<file path="src/hdl/reachability_watchdog_power_cycler_defines.svh">
// Assertion macros shared by the watchdog RTL.
// Each macro expects clk and arst_n to be visible where it is used.
`ifndef REACHABILITY_WATCHDOG_POWER_CYCLER_DEFINES_SVH
`define REACHABILITY_WATCHDOG_POWER_CYCLER_DEFINES_SVH
`ifndef ASSERT_OFF
`define RWPC_ASSERT(lbl, prop, msg) \
	lbl: assert property (@(posedge clk) disable iff (!arst_n) prop) else $error(msg);
`define RWPC_ASSERT_NEVER(lbl, expr, msg) \
	lbl: assert property (@(posedge clk) disable iff (!arst_n) !(expr)) else $error(msg);
`else
`define RWPC_ASSERT(lbl, prop, msg)
`define RWPC_ASSERT_NEVER(lbl, expr, msg)
`endif
`endif

</file>
<file path="src/hdl/rwpc_pkg.sv">
package rwpc_pkg;

	localparam int TICKS_PER_SECOND = 1000;
	localparam int TIME_W = 32;
	localparam int SEC_W = 16;
	localparam int TICK_W = SEC_W + $clog2(TICKS_PER_SECOND);
	localparam int CMP_W = (TICK_W > TIME_W) ? TICK_W : TIME_W;

	// Holdoff elapsed time is always below the holdoff tick count.
	localparam int HOLD_D_W = (TICK_W < TIME_W) ? TICK_W : TIME_W;
	// Reciprocal of the tick rate, scaled so that the product is exact over HOLD_D_W bits.
	localparam int DIV_SHIFT = HOLD_D_W + $clog2(TICKS_PER_SECOND);
	localparam int DIV_MUL_W = DIV_SHIFT - $clog2(TICKS_PER_SECOND) + 1;
	localparam longint unsigned DIV_MUL =
		((64'd1 << DIV_SHIFT) + 64'(TICKS_PER_SECOND) - 64'd1) / 64'(TICKS_PER_SECOND);
	localparam int HOLD_PROD_W = HOLD_D_W + DIV_MUL_W;

	localparam int CFG_IDX_W = 3;
	localparam int CFG_DATA_W = 16;
	localparam int MODE_W = 2;
	localparam int HEALTH_W = 2;

	localparam logic [CFG_IDX_W-1:0] REG_MODE = 3'd0;
	localparam logic [CFG_IDX_W-1:0] REG_PROBE_INTERVAL = 3'd1;
	localparam logic [CFG_IDX_W-1:0] REG_FAIL_THRESHOLD = 3'd2;
	localparam logic [CFG_IDX_W-1:0] REG_POWER_OFF = 3'd3;
	localparam logic [CFG_IDX_W-1:0] REG_HOLDOFF = 3'd4;
	localparam logic [CFG_IDX_W-1:0] REG_TARGET_PRESENT = 3'd5;

	localparam logic [MODE_W-1:0] MODE_PLUG = 2'd0;
	localparam logic [MODE_W-1:0] MODE_NET = 2'd1;
	localparam logic [MODE_W-1:0] MODE_DEV = 2'd2;

	localparam logic [HEALTH_W-1:0] HEALTH_UNKNOWN = 2'd0;
	localparam logic [HEALTH_W-1:0] HEALTH_OK = 2'd1;
	localparam logic [HEALTH_W-1:0] HEALTH_FAIL = 2'd2;

	localparam logic CMD_STEP = 1'b0;
	localparam logic CMD_RESET = 1'b1;

	localparam int RST_PROBE_S = 5;
	localparam int RST_FAIL_S = 180;
	localparam int RST_OFF_S = 5;
	localparam int RST_HOLDOFF_S = 180;

	localparam logic [TICK_W-1:0] RST_PROBE_TICKS = TICK_W'(64'(RST_PROBE_S) * TICKS_PER_SECOND);
	localparam logic [TICK_W-1:0] RST_FAIL_TICKS = TICK_W'(64'(RST_FAIL_S) * TICKS_PER_SECOND);
	localparam logic [TICK_W-1:0] RST_OFF_TICKS = TICK_W'(64'(RST_OFF_S) * TICKS_PER_SECOND);
	localparam logic [TICK_W-1:0] RST_HOLD_TICKS =
		TICK_W'(64'(RST_HOLDOFF_S) * TICKS_PER_SECOND);

	typedef enum logic [1:0] {
		HOLD_KEEP,
		HOLD_SET,
		HOLD_CLEAR
	} hold_op_t;

	typedef struct packed {
		logic [MODE_W-1:0] mode;
		logic target_present;
		logic [SEC_W-1:0] holdoff_s;
		logic [TICK_W-1:0] probe_ticks;
		logic [TICK_W-1:0] fail_ticks;
		logic [TICK_W-1:0] off_ticks;
		logic [TICK_W-1:0] hold_ticks;
	} cfg_t;

	typedef struct packed {
		logic relay_drive;
		logic [HEALTH_W-1:0] health;
		logic holding_off;
		logic [SEC_W-1:0] incident_count;
		logic trigger_pulse;
		logic probe_used;
		hold_op_t hold_op;
		logic [HOLD_D_W-1:0] hold_d;
	} step_res_t;

	// Wrapped elapsed time against a tick threshold, compared at full width.
	function automatic logic reached(input logic [TIME_W-1:0] d, input logic [TICK_W-1:0] t);
		return CMP_W'(d) >= CMP_W'(t);
	endfunction

endpackage

</file>
<file path="src/hdl/rwpc_item_if.sv">
interface rwpc_item_if;
	logic valid;
	logic ready;
	logic command;
	logic [rwpc_pkg::TIME_W-1:0] now_ms;
	logic probe_ok;

	modport source (output valid, output command, output now_ms, output probe_ok, input ready);
	modport sink (input valid, input command, input now_ms, input probe_ok, output ready);
endinterface

</file>
<file path="src/hdl/rwpc_result_if.sv">
interface rwpc_result_if;
	logic valid;
	logic ready;
	logic relay_drive;
	logic [rwpc_pkg::HEALTH_W-1:0] health;
	logic holding_off;
	logic [rwpc_pkg::SEC_W-1:0] holdoff_left_s;
	logic [rwpc_pkg::SEC_W-1:0] incident_count;
	logic trigger_pulse;
	logic probe_used;

	modport source (output valid, output relay_drive, output health, output holding_off,
		output holdoff_left_s, output incident_count, output trigger_pulse,
		output probe_used, input ready);
	modport sink (input valid, input relay_drive, input health, input holding_off,
		input holdoff_left_s, input incident_count, input trigger_pulse,
		input probe_used, output ready);
endinterface

</file>
<file path="src/hdl/rwpc_cfg_if.sv">
interface rwpc_cfg_if;
	logic valid;
	logic ready;
	logic [rwpc_pkg::CFG_IDX_W-1:0] index;
	logic [rwpc_pkg::CFG_DATA_W-1:0] data;

	modport source (output valid, output index, output data, input ready);
	modport sink (input valid, input index, input data, output ready);
endinterface

</file>
<file path="src/hdl/rwpc_cfg.sv">
module rwpc_cfg (
	input logic clk,
	input logic arst_n,
	rwpc_cfg_if.sink cfg,
	output rwpc_pkg::cfg_t cfg_regs
);

	rwpc_pkg::cfg_t cfg_q;
	logic [rwpc_pkg::TICK_W-1:0] wr_ticks;

	// Seconds are turned into ticks once, when the register is written.
	assign wr_ticks = rwpc_pkg::TICK_W'(cfg.data[rwpc_pkg::SEC_W-1:0])
		* rwpc_pkg::TICK_W'(rwpc_pkg::TICKS_PER_SECOND);

	assign cfg.ready = 1'b1;
	assign cfg_regs = cfg_q;

	always_ff @(posedge clk or negedge arst_n) begin
		if (!arst_n) begin
			cfg_q.mode <= rwpc_pkg::MODE_PLUG;
			cfg_q.target_present <= 1'b0;
			cfg_q.holdoff_s <= rwpc_pkg::SEC_W'(rwpc_pkg::RST_HOLDOFF_S);
			cfg_q.probe_ticks <= rwpc_pkg::RST_PROBE_TICKS;
			cfg_q.fail_ticks <= rwpc_pkg::RST_FAIL_TICKS;
			cfg_q.off_ticks <= rwpc_pkg::RST_OFF_TICKS;
			cfg_q.hold_ticks <= rwpc_pkg::RST_HOLD_TICKS;
		end else if (cfg.valid) begin
			unique case (cfg.index)
				rwpc_pkg::REG_MODE: cfg_q.mode <= cfg.data[rwpc_pkg::MODE_W-1:0];
				rwpc_pkg::REG_PROBE_INTERVAL: cfg_q.probe_ticks <= wr_ticks;
				rwpc_pkg::REG_FAIL_THRESHOLD: cfg_q.fail_ticks <= wr_ticks;
				rwpc_pkg::REG_POWER_OFF: cfg_q.off_ticks <= wr_ticks;
				rwpc_pkg::REG_HOLDOFF: begin
					cfg_q.holdoff_s <= cfg.data[rwpc_pkg::SEC_W-1:0];
					cfg_q.hold_ticks <= wr_ticks;
				end
				rwpc_pkg::REG_TARGET_PRESENT: cfg_q.target_present <= cfg.data[0];
				default: ;
			endcase
		end
	end

endmodule

</file>
<file path="src/hdl/rwpc_step.sv">
`include "reachability_watchdog_power_cycler_defines.svh"

module rwpc_step (
	input logic clk,
	input logic arst_n,
	rwpc_item_if.sink item,
	input rwpc_pkg::cfg_t cfg_regs,
	input logic ready_s2,
	output logic valid_s2,
	output rwpc_pkg::step_res_t res_s2
);

	logic valid_s1;
	logic command_s1;
	logic [rwpc_pkg::TIME_W-1:0] now_s1;
	logic probe_ok_s1;
	logic adv_s1;

	logic [rwpc_pkg::TIME_W-1:0] last_probe_q, fail_start_q, hold_start_q, off_start_q;
	logic fail_timing_q, cycle_active_q, off_issued_q, in_holdoff_q, relay_q;
	logic [rwpc_pkg::HEALTH_W-1:0] health_q;
	logic [rwpc_pkg::SEC_W-1:0] incidents_q;

	logic [rwpc_pkg::TIME_W-1:0] last_probe_d, fail_start_d, hold_start_d, off_start_d;
	logic fail_timing_d, cycle_active_d, off_issued_d, in_holdoff_d, relay_d;
	logic [rwpc_pkg::HEALTH_W-1:0] health_d;
	logic [rwpc_pkg::SEC_W-1:0] incidents_d;
	logic trig, used, take_probe;
	rwpc_pkg::hold_op_t hold_op;
	logic [rwpc_pkg::TIME_W-1:0] d_off, d_hold, d_probe, fs;

	assign adv_s1 = valid_s1 && (!valid_s2 || ready_s2);
	assign item.ready = !valid_s1 || adv_s1;

	always_ff @(posedge clk or negedge arst_n) begin
		if (!arst_n) begin
			valid_s1 <= 1'b0;
		end else if (item.ready) begin
			valid_s1 <= item.valid;
		end
	end

	always_ff @(posedge clk) begin
		if (item.valid && item.ready) begin
			command_s1 <= item.command;
			now_s1 <= item.now_ms;
			probe_ok_s1 <= item.probe_ok;
		end
	end

	assign d_off = now_s1 - off_start_q;
	assign d_hold = now_s1 - hold_start_q;
	assign d_probe = now_s1 - last_probe_q;

	always_comb begin
		last_probe_d = last_probe_q;
		fail_start_d = fail_start_q;
		hold_start_d = hold_start_q;
		off_start_d = off_start_q;
		fail_timing_d = fail_timing_q;
		cycle_active_d = cycle_active_q;
		off_issued_d = off_issued_q;
		in_holdoff_d = in_holdoff_q;
		relay_d = relay_q;
		health_d = health_q;
		incidents_d = incidents_q;
		trig = 1'b0;
		used = 1'b0;
		take_probe = 1'b0;
		hold_op = rwpc_pkg::HOLD_KEEP;
		fs = now_s1;

		if (command_s1 == rwpc_pkg::CMD_RESET) begin
			fail_timing_d = 1'b0;
			incidents_d = '0;
		end else if (cycle_active_q) begin
			if (!off_issued_q) begin
				relay_d = 1'b0;
				off_issued_d = 1'b1;
				off_start_d = now_s1;
			end else if (rwpc_pkg::reached(d_off, cfg_regs.off_ticks)) begin
				relay_d = 1'b1;
				in_holdoff_d = 1'b1;
				hold_start_d = now_s1;
				cycle_active_d = 1'b0;
				off_issued_d = 1'b0;
			end
		end else if (in_holdoff_q && !rwpc_pkg::reached(d_hold, cfg_regs.hold_ticks)) begin
			hold_op = rwpc_pkg::HOLD_SET;
		end else begin
			if (in_holdoff_q) begin
				in_holdoff_d = 1'b0;
				hold_op = rwpc_pkg::HOLD_CLEAR;
				fail_timing_d = 1'b0;
			end
			if (rwpc_pkg::reached(d_probe, cfg_regs.probe_ticks)) begin
				last_probe_d = now_s1;
				unique case (cfg_regs.mode)
					rwpc_pkg::MODE_PLUG: health_d = rwpc_pkg::HEALTH_OK;
					rwpc_pkg::MODE_NET: take_probe = 1'b1;
					rwpc_pkg::MODE_DEV: take_probe = cfg_regs.target_present;
					default: ;
				endcase
			end
			if (take_probe) begin
				used = 1'b1;
				if (probe_ok_s1) begin
					health_d = rwpc_pkg::HEALTH_OK;
					fail_timing_d = 1'b0;
				end else begin
					health_d = rwpc_pkg::HEALTH_FAIL;
					fs = fail_timing_d ? fail_start_q : now_s1;
					fail_start_d = fs;
					if (rwpc_pkg::reached(now_s1 - fs, cfg_regs.fail_ticks)) begin
						cycle_active_d = 1'b1;
						if (incidents_q != '1) begin
							incidents_d = incidents_q + 1'b1;
						end
						fail_timing_d = 1'b0;
						trig = 1'b1;
					end else begin
						fail_timing_d = 1'b1;
					end
				end
			end
		end
	end

	always_ff @(posedge clk or negedge arst_n) begin
		if (!arst_n) begin
			last_probe_q <= '0;
			fail_start_q <= '0;
			hold_start_q <= '0;
			off_start_q <= '0;
			fail_timing_q <= 1'b0;
			cycle_active_q <= 1'b0;
			off_issued_q <= 1'b0;
			in_holdoff_q <= 1'b0;
			relay_q <= 1'b1;
			health_q <= rwpc_pkg::HEALTH_UNKNOWN;
			incidents_q <= '0;
		end else if (adv_s1) begin
			last_probe_q <= last_probe_d;
			fail_start_q <= fail_start_d;
			hold_start_q <= hold_start_d;
			off_start_q <= off_start_d;
			fail_timing_q <= fail_timing_d;
			cycle_active_q <= cycle_active_d;
			off_issued_q <= off_issued_d;
			in_holdoff_q <= in_holdoff_d;
			relay_q <= relay_d;
			health_q <= health_d;
			incidents_q <= incidents_d;
		end
	end

	always_ff @(posedge clk or negedge arst_n) begin
		if (!arst_n) begin
			valid_s2 <= 1'b0;
		end else if (adv_s1) begin
			valid_s2 <= 1'b1;
		end else if (ready_s2) begin
			valid_s2 <= 1'b0;
		end
	end

	always_ff @(posedge clk) begin
		if (adv_s1) begin
			res_s2.relay_drive <= relay_d;
			res_s2.health <= health_d;
			res_s2.holding_off <= in_holdoff_d;
			res_s2.incident_count <= incidents_d;
			res_s2.trigger_pulse <= trig;
			res_s2.probe_used <= used;
			res_s2.hold_op <= hold_op;
			res_s2.hold_d <= d_hold[rwpc_pkg::HOLD_D_W-1:0];
		end
	end

	`RWPC_ASSERT_NEVER(a_off_without_cycle, off_issued_q && !cycle_active_q, "off outside a cycle")
	`RWPC_ASSERT_NEVER(a_cycle_in_holdoff, cycle_active_q && in_holdoff_q, "cycle during holdoff")
	`RWPC_ASSERT_NEVER(a_relay_open, !relay_q && !off_issued_q, "relay open, no restore due")
	`RWPC_ASSERT(a_trig_starts_cycle, valid_s2 && res_s2.trigger_pulse |-> cycle_active_q, "no cycle")

endmodule

</file>
<file path="src/hdl/rwpc_holdoff.sv">
module rwpc_holdoff (
	input logic clk,
	input logic arst_n,
	input rwpc_pkg::cfg_t cfg_regs,
	input logic valid_s2,
	input rwpc_pkg::step_res_t res_s2,
	output logic ready_s2,
	rwpc_result_if.source result
);

	logic [rwpc_pkg::HOLD_PROD_W-1:0] prod;
	logic [rwpc_pkg::SEC_W-1:0] secs;
	logic [rwpc_pkg::SEC_W-1:0] left_set;
	logic [rwpc_pkg::SEC_W-1:0] holdoff_left_q;
	logic [rwpc_pkg::SEC_W-1:0] holdoff_left_d;
	logic out_valid_q;
	logic load;

	// Whole seconds elapsed, by multiplying with the scaled reciprocal of the tick rate.
	assign prod = rwpc_pkg::HOLD_PROD_W'(res_s2.hold_d)
		* rwpc_pkg::HOLD_PROD_W'(rwpc_pkg::DIV_MUL[rwpc_pkg::DIV_MUL_W-1:0]);
	assign secs = prod[rwpc_pkg::DIV_SHIFT +: rwpc_pkg::SEC_W];
	assign left_set = cfg_regs.holdoff_s - secs;

	assign ready_s2 = !out_valid_q || result.ready;
	assign load = valid_s2 && ready_s2;

	always_comb begin
		case (res_s2.hold_op)
			rwpc_pkg::HOLD_SET: holdoff_left_d = left_set;
			rwpc_pkg::HOLD_CLEAR: holdoff_left_d = '0;
			default: holdoff_left_d = holdoff_left_q;
		endcase
	end

	always_ff @(posedge clk or negedge arst_n) begin
		if (!arst_n) begin
			holdoff_left_q <= '0;
			out_valid_q <= 1'b0;
		end else begin
			if (load) begin
				holdoff_left_q <= holdoff_left_d;
			end
			if (ready_s2) begin
				out_valid_q <= valid_s2;
			end
		end
	end

	always_ff @(posedge clk) begin
		if (load) begin
			result.relay_drive <= res_s2.relay_drive;
			result.health <= res_s2.health;
			result.holding_off <= res_s2.holding_off;
			result.holdoff_left_s <= holdoff_left_d;
			result.incident_count <= res_s2.incident_count;
			result.trigger_pulse <= res_s2.trigger_pulse;
			result.probe_used <= res_s2.probe_used;
		end
	end

	assign result.valid = out_valid_q;

endmodule

</file>
<file path="src/hdl/reachability_watchdog_power_cycler.sv">
// A request goes through the step stage, the stage hand-off and the output register.
// One request per clock while results are taken, set by the single state-update stage.
// A waiting result holds up the input only once both stages behind it are full as well,
// so up to three requests can be in flight.
// Reset (arst_n low, asynchronous) empties the pipeline, closes the relay, clears all
// timers, flags and counters and loads the default timing registers.

module reachability_watchdog_power_cycler (
	input logic clk,
	input logic arst_n,
	rwpc_item_if.sink item,
	rwpc_cfg_if.sink cfg,
	rwpc_result_if.source result
);

	// Configuration registers. Timings are held as tick counts so that the step logic
	// only subtracts timestamps and compares.
	rwpc_pkg::cfg_t cfg_regs;

	// Hand-off between the step stage and the holdoff/output stage.
	logic valid_s2;
	logic ready_s2;
	rwpc_pkg::step_res_t res_s2;

	rwpc_cfg u_cfg (
		.clk(clk),
		.arst_n(arst_n),
		.cfg(cfg),
		.cfg_regs(cfg_regs)
	);

	// The step stage registers each request, then evaluates the power-cycle sequence,
	// the holdoff expiry and the probe schedule against the watchdog state in one pass.
	// The state is written back on the same edge that passes the request on, so the
	// next request sees it immediately.
	rwpc_step u_step (
		.clk(clk),
		.arst_n(arst_n),
		.item(item),
		.cfg_regs(cfg_regs),
		.ready_s2(ready_s2),
		.valid_s2(valid_s2),
		.res_s2(res_s2)
	);

	// The holdoff stage turns the elapsed holdoff ticks into whole seconds remaining,
	// keeps the reported holdoff count and holds the result until it is taken.
	rwpc_holdoff u_holdoff (
		.clk(clk),
		.arst_n(arst_n),
		.cfg_regs(cfg_regs),
		.valid_s2(valid_s2),
		.res_s2(res_s2),
		.ready_s2(ready_s2),
		.result(result)
	);

endmodule
</file>
<file path="src/flat_wrapper.sv">
// flat-port wrapper written by rule: the top's interface ports become plain ports
module reachability_watchdog_power_cycler_flat 
  (clk, arst_n, item_valid, item_command, item_now_ms, item_probe_ok, item_ready, cfg_valid, cfg_index, cfg_data, cfg_ready, result_valid, result_relay_drive, result_health, result_holding_off, result_holdoff_left_s, result_incident_count, result_trigger_pulse, result_probe_used, result_ready);
  rwpc_item_if item_i ();
  rwpc_cfg_if cfg_i ();
  rwpc_result_if result_i ();
  input logic clk;
  input logic arst_n;
  input wire logic [$bits(item_i.valid)-1:0] item_valid;
  input wire logic [$bits(item_i.command)-1:0] item_command;
  input wire logic [$bits(item_i.now_ms)-1:0] item_now_ms;
  input wire logic [$bits(item_i.probe_ok)-1:0] item_probe_ok;
  output wire logic [$bits(item_i.ready)-1:0] item_ready;
  input wire logic [$bits(cfg_i.valid)-1:0] cfg_valid;
  input wire logic [$bits(cfg_i.index)-1:0] cfg_index;
  input wire logic [$bits(cfg_i.data)-1:0] cfg_data;
  output wire logic [$bits(cfg_i.ready)-1:0] cfg_ready;
  output wire logic [$bits(result_i.valid)-1:0] result_valid;
  output wire logic [$bits(result_i.relay_drive)-1:0] result_relay_drive;
  output wire logic [$bits(result_i.health)-1:0] result_health;
  output wire logic [$bits(result_i.holding_off)-1:0] result_holding_off;
  output wire logic [$bits(result_i.holdoff_left_s)-1:0] result_holdoff_left_s;
  output wire logic [$bits(result_i.incident_count)-1:0] result_incident_count;
  output wire logic [$bits(result_i.trigger_pulse)-1:0] result_trigger_pulse;
  output wire logic [$bits(result_i.probe_used)-1:0] result_probe_used;
  input wire logic [$bits(result_i.ready)-1:0] result_ready;
  assign item_i.valid = item_valid;
  assign item_i.command = item_command;
  assign item_i.now_ms = item_now_ms;
  assign item_i.probe_ok = item_probe_ok;
  assign item_ready = item_i.ready;
  assign cfg_i.valid = cfg_valid;
  assign cfg_i.index = cfg_index;
  assign cfg_i.data = cfg_data;
  assign cfg_ready = cfg_i.ready;
  assign result_valid = result_i.valid;
  assign result_relay_drive = result_i.relay_drive;
  assign result_health = result_i.health;
  assign result_holding_off = result_i.holding_off;
  assign result_holdoff_left_s = result_i.holdoff_left_s;
  assign result_incident_count = result_i.incident_count;
  assign result_trigger_pulse = result_i.trigger_pulse;
  assign result_probe_used = result_i.probe_used;
  assign result_i.ready = result_ready;
  reachability_watchdog_power_cycler u_core (.clk(clk), .arst_n(arst_n), .item(item_i), .cfg(cfg_i), .result(result_i));
endmodule
</file>
<file path="config.mk">
export PLATFORM = sky130hd
export DESIGN_NAME = reachability_watchdog_power_cycler_flat
export DESIGN_NICKNAME = d
export VERILOG_FILES = /design/src/hdl/rwpc_pkg.sv /design/src/hdl/rwpc_item_if.sv /design/src/hdl/rwpc_result_if.sv /design/src/hdl/rwpc_cfg_if.sv /design/src/hdl/rwpc_cfg.sv /design/src/hdl/rwpc_step.sv /design/src/hdl/rwpc_holdoff.sv /design/src/hdl/reachability_watchdog_power_cycler.sv /design/src/flat_wrapper.sv
export VERILOG_INCLUDE_DIRS = /design/src /design/src/hdl
export SDC_FILE = /design/constraint.sdc
export NUM_CORES = 2
export LEC_CHECK = 0
export ABC_AREA = 1
export ABC_CLOCK_PERIOD_IN_PS = 11000
export BUFFER_PORTS_ARGS = -buffer_cell sky130_fd_sc_hd__buf_2
export CORE_MARGIN = 10
export CORE_UTILIZATION = 33
export CTS_BUF_LIST = sky130_fd_sc_hd__clkbuf_4 sky130_fd_sc_hd__clkbuf_8
export DETAILED_ROUTE_END_ITERATION = 8
export GPL_TIMING_DRIVEN = 0
export SLEW_MARGIN = 20
export SYNTH_ARGS = -nofsm -noshare
export SYNTH_HDL_FRONTEND = slang
export SYNTH_HIERARCHICAL = 1
export SYNTH_SLANG_ARGS = --single-unit
</file>
<file path="constraint.sdc">
create_clock -name clk -period 11 [get_ports clk]
set_input_delay 0.55 -clock clk [delete_from_list [all_inputs] [get_ports clk]]
set_output_delay 0.55 -clock clk [all_outputs]
set_load 0.02 [all_outputs]
</file>
# Word-level counts from Yosys, hierarchy flattened
# Index checks and enable logic that the tools add are counted.
[word_totals] register_bits=403 input_bits=58 output_inout_bits=41 word_cells=151
[classes] n_addsub=6 multipliers=2 n_lt_le_gt_ge=4 n_eq_ne=12 mux=52 bitwise=5 n_reduce_logical=29
[ops] cell="32-bit by 26-bit greater-or-equal comparator with 1-bit output" count=4
[ops] cell="32-bit subtractor" count=4
[ops] cell="16-bit 2-to-1 mux" count=7
[ops] cell="26-bit by 27-bit multiplier with 52-bit output (second input constant)" count=1
[ops] cell="1-bit 2-to-1 mux" count=34
[ops] cell="32-bit 2-to-1 mux" count=1
[ops] cell="16-bit case mux with 2 select lines" count=1
[ops] cell="16-bit by 7-bit multiplier with 23-bit output (second input constant)" count=1
[ops] cell="16-bit by 1-bit adder with 16-bit output (second input constant)" count=1
[ops] cell="2-bit 2-to-1 mux" count=8
[ops] cell="16-bit != test (second input constant)" count=1
[ops] cell="16-bit subtractor" count=1
[ops] cell="2-bit AND reduction" count=7
[ops] cell="5-bit AND reduction" count=2
[ops] cell="3-bit by 2-bit == test with 1-bit output (second input constant)" count=2
[ops] cell="3-bit == test (second input constant)" count=2
[ops] cell="3-bit AND reduction" count=2
[ops] cell="6-bit AND reduction" count=1
[ops] cell="1-bit inverter" count=5
[ops] cell="2-bit by 1-bit == test with 1-bit output (second input constant)" count=2
[ops] cell="2-bit == test (second input constant)" count=2
[ops] cell="1-bit logical AND" count=4
[ops] cell="1-bit logical NOT" count=4
[ops] cell="2-bit != test (second input constant)" count=2
[ops] cell="9 further kinds" count=11

# Logic depth before layout (Yosys ltp)
[depth] ltp_word=16 depth_mapped=42 ltp_nobuf=42

# By module
# Netlist, hierarchy kept.
[modules_own_cells] module="rwpc_step" n_inst=1 cells_per_inst=2659 area_each_um2=19553.8 seq_area_each_um2=6352.3
[modules_own_cells] module="rwpc_holdoff" n_inst=1 cells_per_inst=1570 area_each_um2=13792.0 seq_area_each_um2=1566.5
[modules_own_cells] module="rwpc_cfg" n_inst=1 cells_per_inst=824 area_each_um2=7309.5 seq_area_each_um2=2767.7

# Worst setup path before layout
# Ideal clock, no wire load.
[synth_path] kind="register to register" startpoint="register, netlist name u_core/u_step/res_s2[24]" endpoint="register u_core.u_holdoff.result.holdoff_left_s[14] (data pin)" setup_ps=263 arrival_time_ps=6671 required_time_ps=10737 setup_slack_ps=4066 stages_incl_launch_ff=33 path_buffers=0 path_cell_list="edfxtp_1 fa_1 inv_1 fa_1 fa_1 inv_1 fa_1 fa_1 inv_1 fa_1 fa_1 inv_1 ha_1 nand2_1 inv_1 nand2_1 nand2_1 a21oi_1 nand2_1 a21oi_1 o21bai_1 a21oi_1 xor2_1 ha_1 a21oi_1 a21boi_1 nand3_1 nand2_1 nand2_1 a21oi_1 nand2_1 nand2_1 o21ai_1"
[synth_between] elab_chain_len=3
[synth_rtl] element="26-bit by 27-bit multiplier with 52-bit output" line_no="rwpc_holdoff.sv:21" text="* rwpc_pkg::HOLD_PROD_W'(rwpc_pkg::DIV_MUL[rwpc_pkg::DIV_MUL_W-1:0]);"
[synth_rtl] element="16-bit subtractor" line_no="rwpc_holdoff.sv:23" text="assign left_set = cfg_regs.holdoff_s - secs;"
[synth_rtl] element="16-bit case mux with 2 select lines" line_no="rwpc_holdoff.sv:29" text="case (res_s2.hold_op)"
[synth_rtl] element="named net u_core.u_holdoff.holdoff_left_d, one bit" line_no="rwpc_holdoff.sv:15" text="logic [rwpc_pkg::SEC_W-1:0] holdoff_left_d;"
[synth_rtl] element="to (signal assigned)" line_no="rwpc_holdoff.sv:55" text="result.holdoff_left_s <= holdoff_left_d;"
[synth_rtl] element="to (decl)" line_no="rwpc_result_if.sv:13" text="output holdoff_left_s, output incident_count, output trigger_pulse,"
# The timed path passes the listed nets, and every way through them passes these cells.
# A chain may end at the register's enable or synchronous reset.

# Worst setup path in the final report
[layout_path] startpoint="register, netlist name u_core/u_step/res_s2[15]" endpoint="register u_core.u_holdoff.result.holdoff_left_s[13] (data pin)"
[layout_between] elab_chain_len=3
[layout_rtl] element="26-bit by 27-bit multiplier with 52-bit output" line_no="rwpc_holdoff.sv:21"
[layout_rtl] element="16-bit subtractor" line_no="rwpc_holdoff.sv:23"
[layout_rtl] element="16-bit case mux with 2 select lines" line_no="rwpc_holdoff.sv:29"
[layout_rtl] element="named net u_core.u_holdoff.holdoff_left_d, one bit" line_no="rwpc_holdoff.sv:15"
# The timed path passes the listed nets, and every way through them passes these cells.

==> summary.md <==
| Metric | Value |
|---|---|
| # resized after CTS | `0` |
| Root Buffer | `clkbuf_8` |
| Gr usage total | `17.3%` |
| CTS Buf Count | `74` |
| Row count | `128` |
| Post-route setup TNS | `0 ns` |
| WL met1 | `53000 µm` |
| Hold Path Class | `input pin to flip-flop` |
| I/O Pins | `99` |
| DRC | `0` |
| Buffers & Inverters on Critical Path | `7` |
| First-pass GRT wire length | `187000 µm` |
| Clock edge transition at the registers on the reported setup and hold paths | `0.06 ns` |
| Detail Route Antenna Nets | `0` |
| Ys async rst share | `69.6%` |
| Critical Path RT | `11.45 ns` |
| WP depth | `31` |
| Fmax | `0.123 GHz` |
| Post-CTS setup buffer count | `0` |
| Vias per cell | `4.81` |
| Crit. End Element | `flip-flop` |
| FF-to-FF End | `u_core/u_holdoff/result.holdoff_left_s[13]` |
| Worst flop-to-flop path startpoint | `u_core/u_step/res_s2[15]` |
| Syn_area_per_cell | `8.05 µm²` |
| CTS tree | `built` |
| R2R Setup Slk | `2.84 ns` |
| Metal3 WL | `5120 µm` |
| Period Utilization, post-route | `74.2%` |
| Fraction of layout cells with a size suffix above 1 | `8.60%` |
| Setup Skew | `0.0743 ns` |
| CP startpoint | `u_core/u_step/res_s2[15]` |
| Family with the most delay on the worst path | `adder cells` |
| GR Overflow Total | `0` |
| Vias in the first global route | `33100` |
| EDFF count, synth | `122` |
| DRT Wirelength | `121000 µm` |
| Largest net degree at the start of global routing | `89` |
| Port Buffers | `97` |
| Post-synthesis cell type count | `70` |
| Synth area leaders | `ha_1, dfrtp_1, fa_1, nand2_1, inv_1` |
| Hpwl dp | `100000 µm` |
| Status | `finished, final reports clean` |
| Area of the core | `122000 µm²` |
| Die Height | `371 µm` |
| Die ar. | `138000 µm²` |
| Critical-path top delay cell | `edfxtp_1` |
| Num Clock Sinks | `401` |
| Top sig layer | `met4` |
| H-tree level count | `3` |
| Routed via count | `33500` |
| Unrepaired setup endpoints after global routing | `no` |
| Max Cap Viol | `0` |
| Area share of the largest cell type after synthesis | `17.4%` |
| Initial antenna violation count | `3` |
| Worst EP arrival | `8.61 ns` |
| Routed wire per std cell | `17.3 µm` |
| Slew margin rel. | `44.0%` |
| Setup CP Type | `flip-flop to flip-flop` |
| Startpoint Class | `flip-flop` |
| Worst slew pin tran | `0.837 ns` |
| Fin. Hold Viols | `0` |
| 1st-pass router iterations | `6` |
| Metal2 WL | `59200 µm` |
| Seq/Total Area, Yosys | `26.3%` |
| Flops & latches, synth | `401` |
| Clock Latency Late Sink | `0.74 ns` |
| Worst path most repeated cell | `inv_1` |
| Post-route minimum period | `8.16 ns` |
| Most common flop cell mapped by yosys | `dfrtp_1` |
| Worst-path maximum fanout | `9` |
| Cell taking the most area after synthesis | `ha_1` |
| Post-synthesis instance area | `40700 µm²` |
| GP Congestion | `0.924` |
| Max Slew Vio Count | `0` |
| Slowest cell delay on critical path | `0.74 ns` |
| Layout area overhead | `11.7%` |
| Die W | `371 µm` |
| Syn Inst Count | `5053` |
| Nets | `6169` |
| CTS Buffer Depth | `3` |
| Reg2Reg Depth | `31` |
| Critical Path Sink | `u_core/u_holdoff/result.holdoff_left_s[13]` |
| Initial Util | `33.3%` |
| DRT iter0 DRCs | `2251` |
| Final setup viols | `0` |
| YS warnings | `6` |
| Hold_buf cts | `36` |
-- layout by cell type, fill, tap and decap left out, types with 40 or more instances in the layout --
cell type,count
a21oi_1,280
buf_2,116
clkbuf_8,83
dfrtp_1,246
edfxtp_1,122
fa_1,270
ha_1,564
inv_1,1019
nand2_1,1101
nand2_2,40
nand3_1,188
nor2_1,275
nor3_1,45
o21ai_0,316
o21ai_1,43
xor2_1,92
-- metal layers --
| metal | up-vias | GRT usage, % |
|---|---|---|
| li1 | 16600 | - |
| met1 | 16000 | 22.2 |
| met2 | 776 | 30.4 |
| met3 | 140 | 1.90 |
| met4 | 0 | 5.23 |
| met5 | - | 0 |
-- cell families (layout without fill, tap and decap cells) --
group	count (synthesis)	after routing	synth area share, %
AOI/OAI and AO/OA	771	771	10.3
buffers and inverters	1121	1393	10.7
DFF	401	401	26.3
other	2	15	0.0185
adders and majority gates	834	834	30.7
xor gates and xnor gates	129	129	2.80
and+or+nand+nor	1795	1795	19.2
-- worst reg2reg max path: cells and delay by family (launching register included) --
| kind | cells | cell delay, ns |
|---|---|---|
| AO/OA/AOI/OAI | 6 | 0.93 |
| XOR/XNOR | 1 | 0.19 |
| adder cells (fa/ha/maj) | 9 | 4.30 |
| buffers and inverters | 7 | 0.66 |
| flip-flops | 1 | 0.74 |
| AND/OR/NAND/NOR | 8 | 1.14 |
-- worst min path at each step --
| stage | start | endpoint | slack [ns] | depth (start not counted) |
|---|---|---|---|---|
| 3_3_place_gp | u_core/u_step/res_s2[49] | u_core/u_holdoff/result.relay_drive | 0.40 | 0 |
| 5_1_grt | result_ready | u_core/u_holdoff/result.valid | 0.14 | 4 |
| 2_1_floorplan | arst_n | u_core/u_cfg/cfg_regs[100] | 0.25 | 0 |
| 4_1_cts | result_ready | u_core/u_holdoff/result.valid | 0.07 | 4 |
| 3_5_place_dp | u_core/u_step/res_s2[31] | u_core/u_holdoff/result.incident_count[1] | 0.40 | 0 |
| 6_report | result_ready | u_core/u_holdoff/result.valid | 0.13 | 4 |
-- through the flow --
step	setup WS [ns]	instances	hold WS, ns	area, µm²	util (%)
after global placement	2.84	6786	0.404	43200	35.4
after floorplan	4.07	5064	0.254	40700	-
final	2.84	6963	0.129	45400	37.2
after detailed placement	2.81	6790	0.405	43300	35.5
after global routing	2.36	6962	0.137	45400	37.2
after CTS	2.84	6961	0.0659	45400	37.2
-- cell usage after synthesis (16+ instances only) --
cell type and n:
a21o_1 16, a21oi_1 280, a31oi_1 26, buf_2 20, buf_4 21, clkbuf_1 31
dfrtp_1 246, dfstp_2 33, edfxtp_1 122, fa_1 270, ha_1 564, inv_1 1020
inv_2 20, nand2_1 1101, nand2_2 40, nand3_1 188, nand3_2 25, nand4_1 37
nor2_1 275, nor3_1 45, o21ai_0 316, o21ai_1 43, o21bai_1 22, xnor2_1 36
xor2_1 92
-- state kept, by name (all words and copies together) (netlist names), 32 cells and up --
register                    flops
u_core/u_cfg/cfg_regs         109
u_core/u_step/fail_start_q     32
u_core/u_step/hold_start_q     32
u_core/u_step/last_probe_q     32
u_core/u_step/now_s1           32
u_core/u_step/off_start_q      32
u_core/u_step/res_s2           50
-- final cells by class --
| class | instances | area (µm²) |
|---|---|---|
| Timing Repair Buffer | 137 | 958 |
| Clock inverter | 34 | 437 |
| Tap cell | 1625 | 2030 |
| Multi-Input combinational cell | 3542 | 25700 |
| Antenna cell | 2 | 5.00 |
| Sequential cell | 401 | 10700 |
| Inverter | 1041 | 3910 |
| Clock buffer | 101 | 1280 |
| Fill cell | 12800 | 76600 |
| Buffer | 80 | 447 |
Power is left out: the tool's default activity adds up to more than one toggle a clock period on the data nets, which glitch-free logic cannot reach.
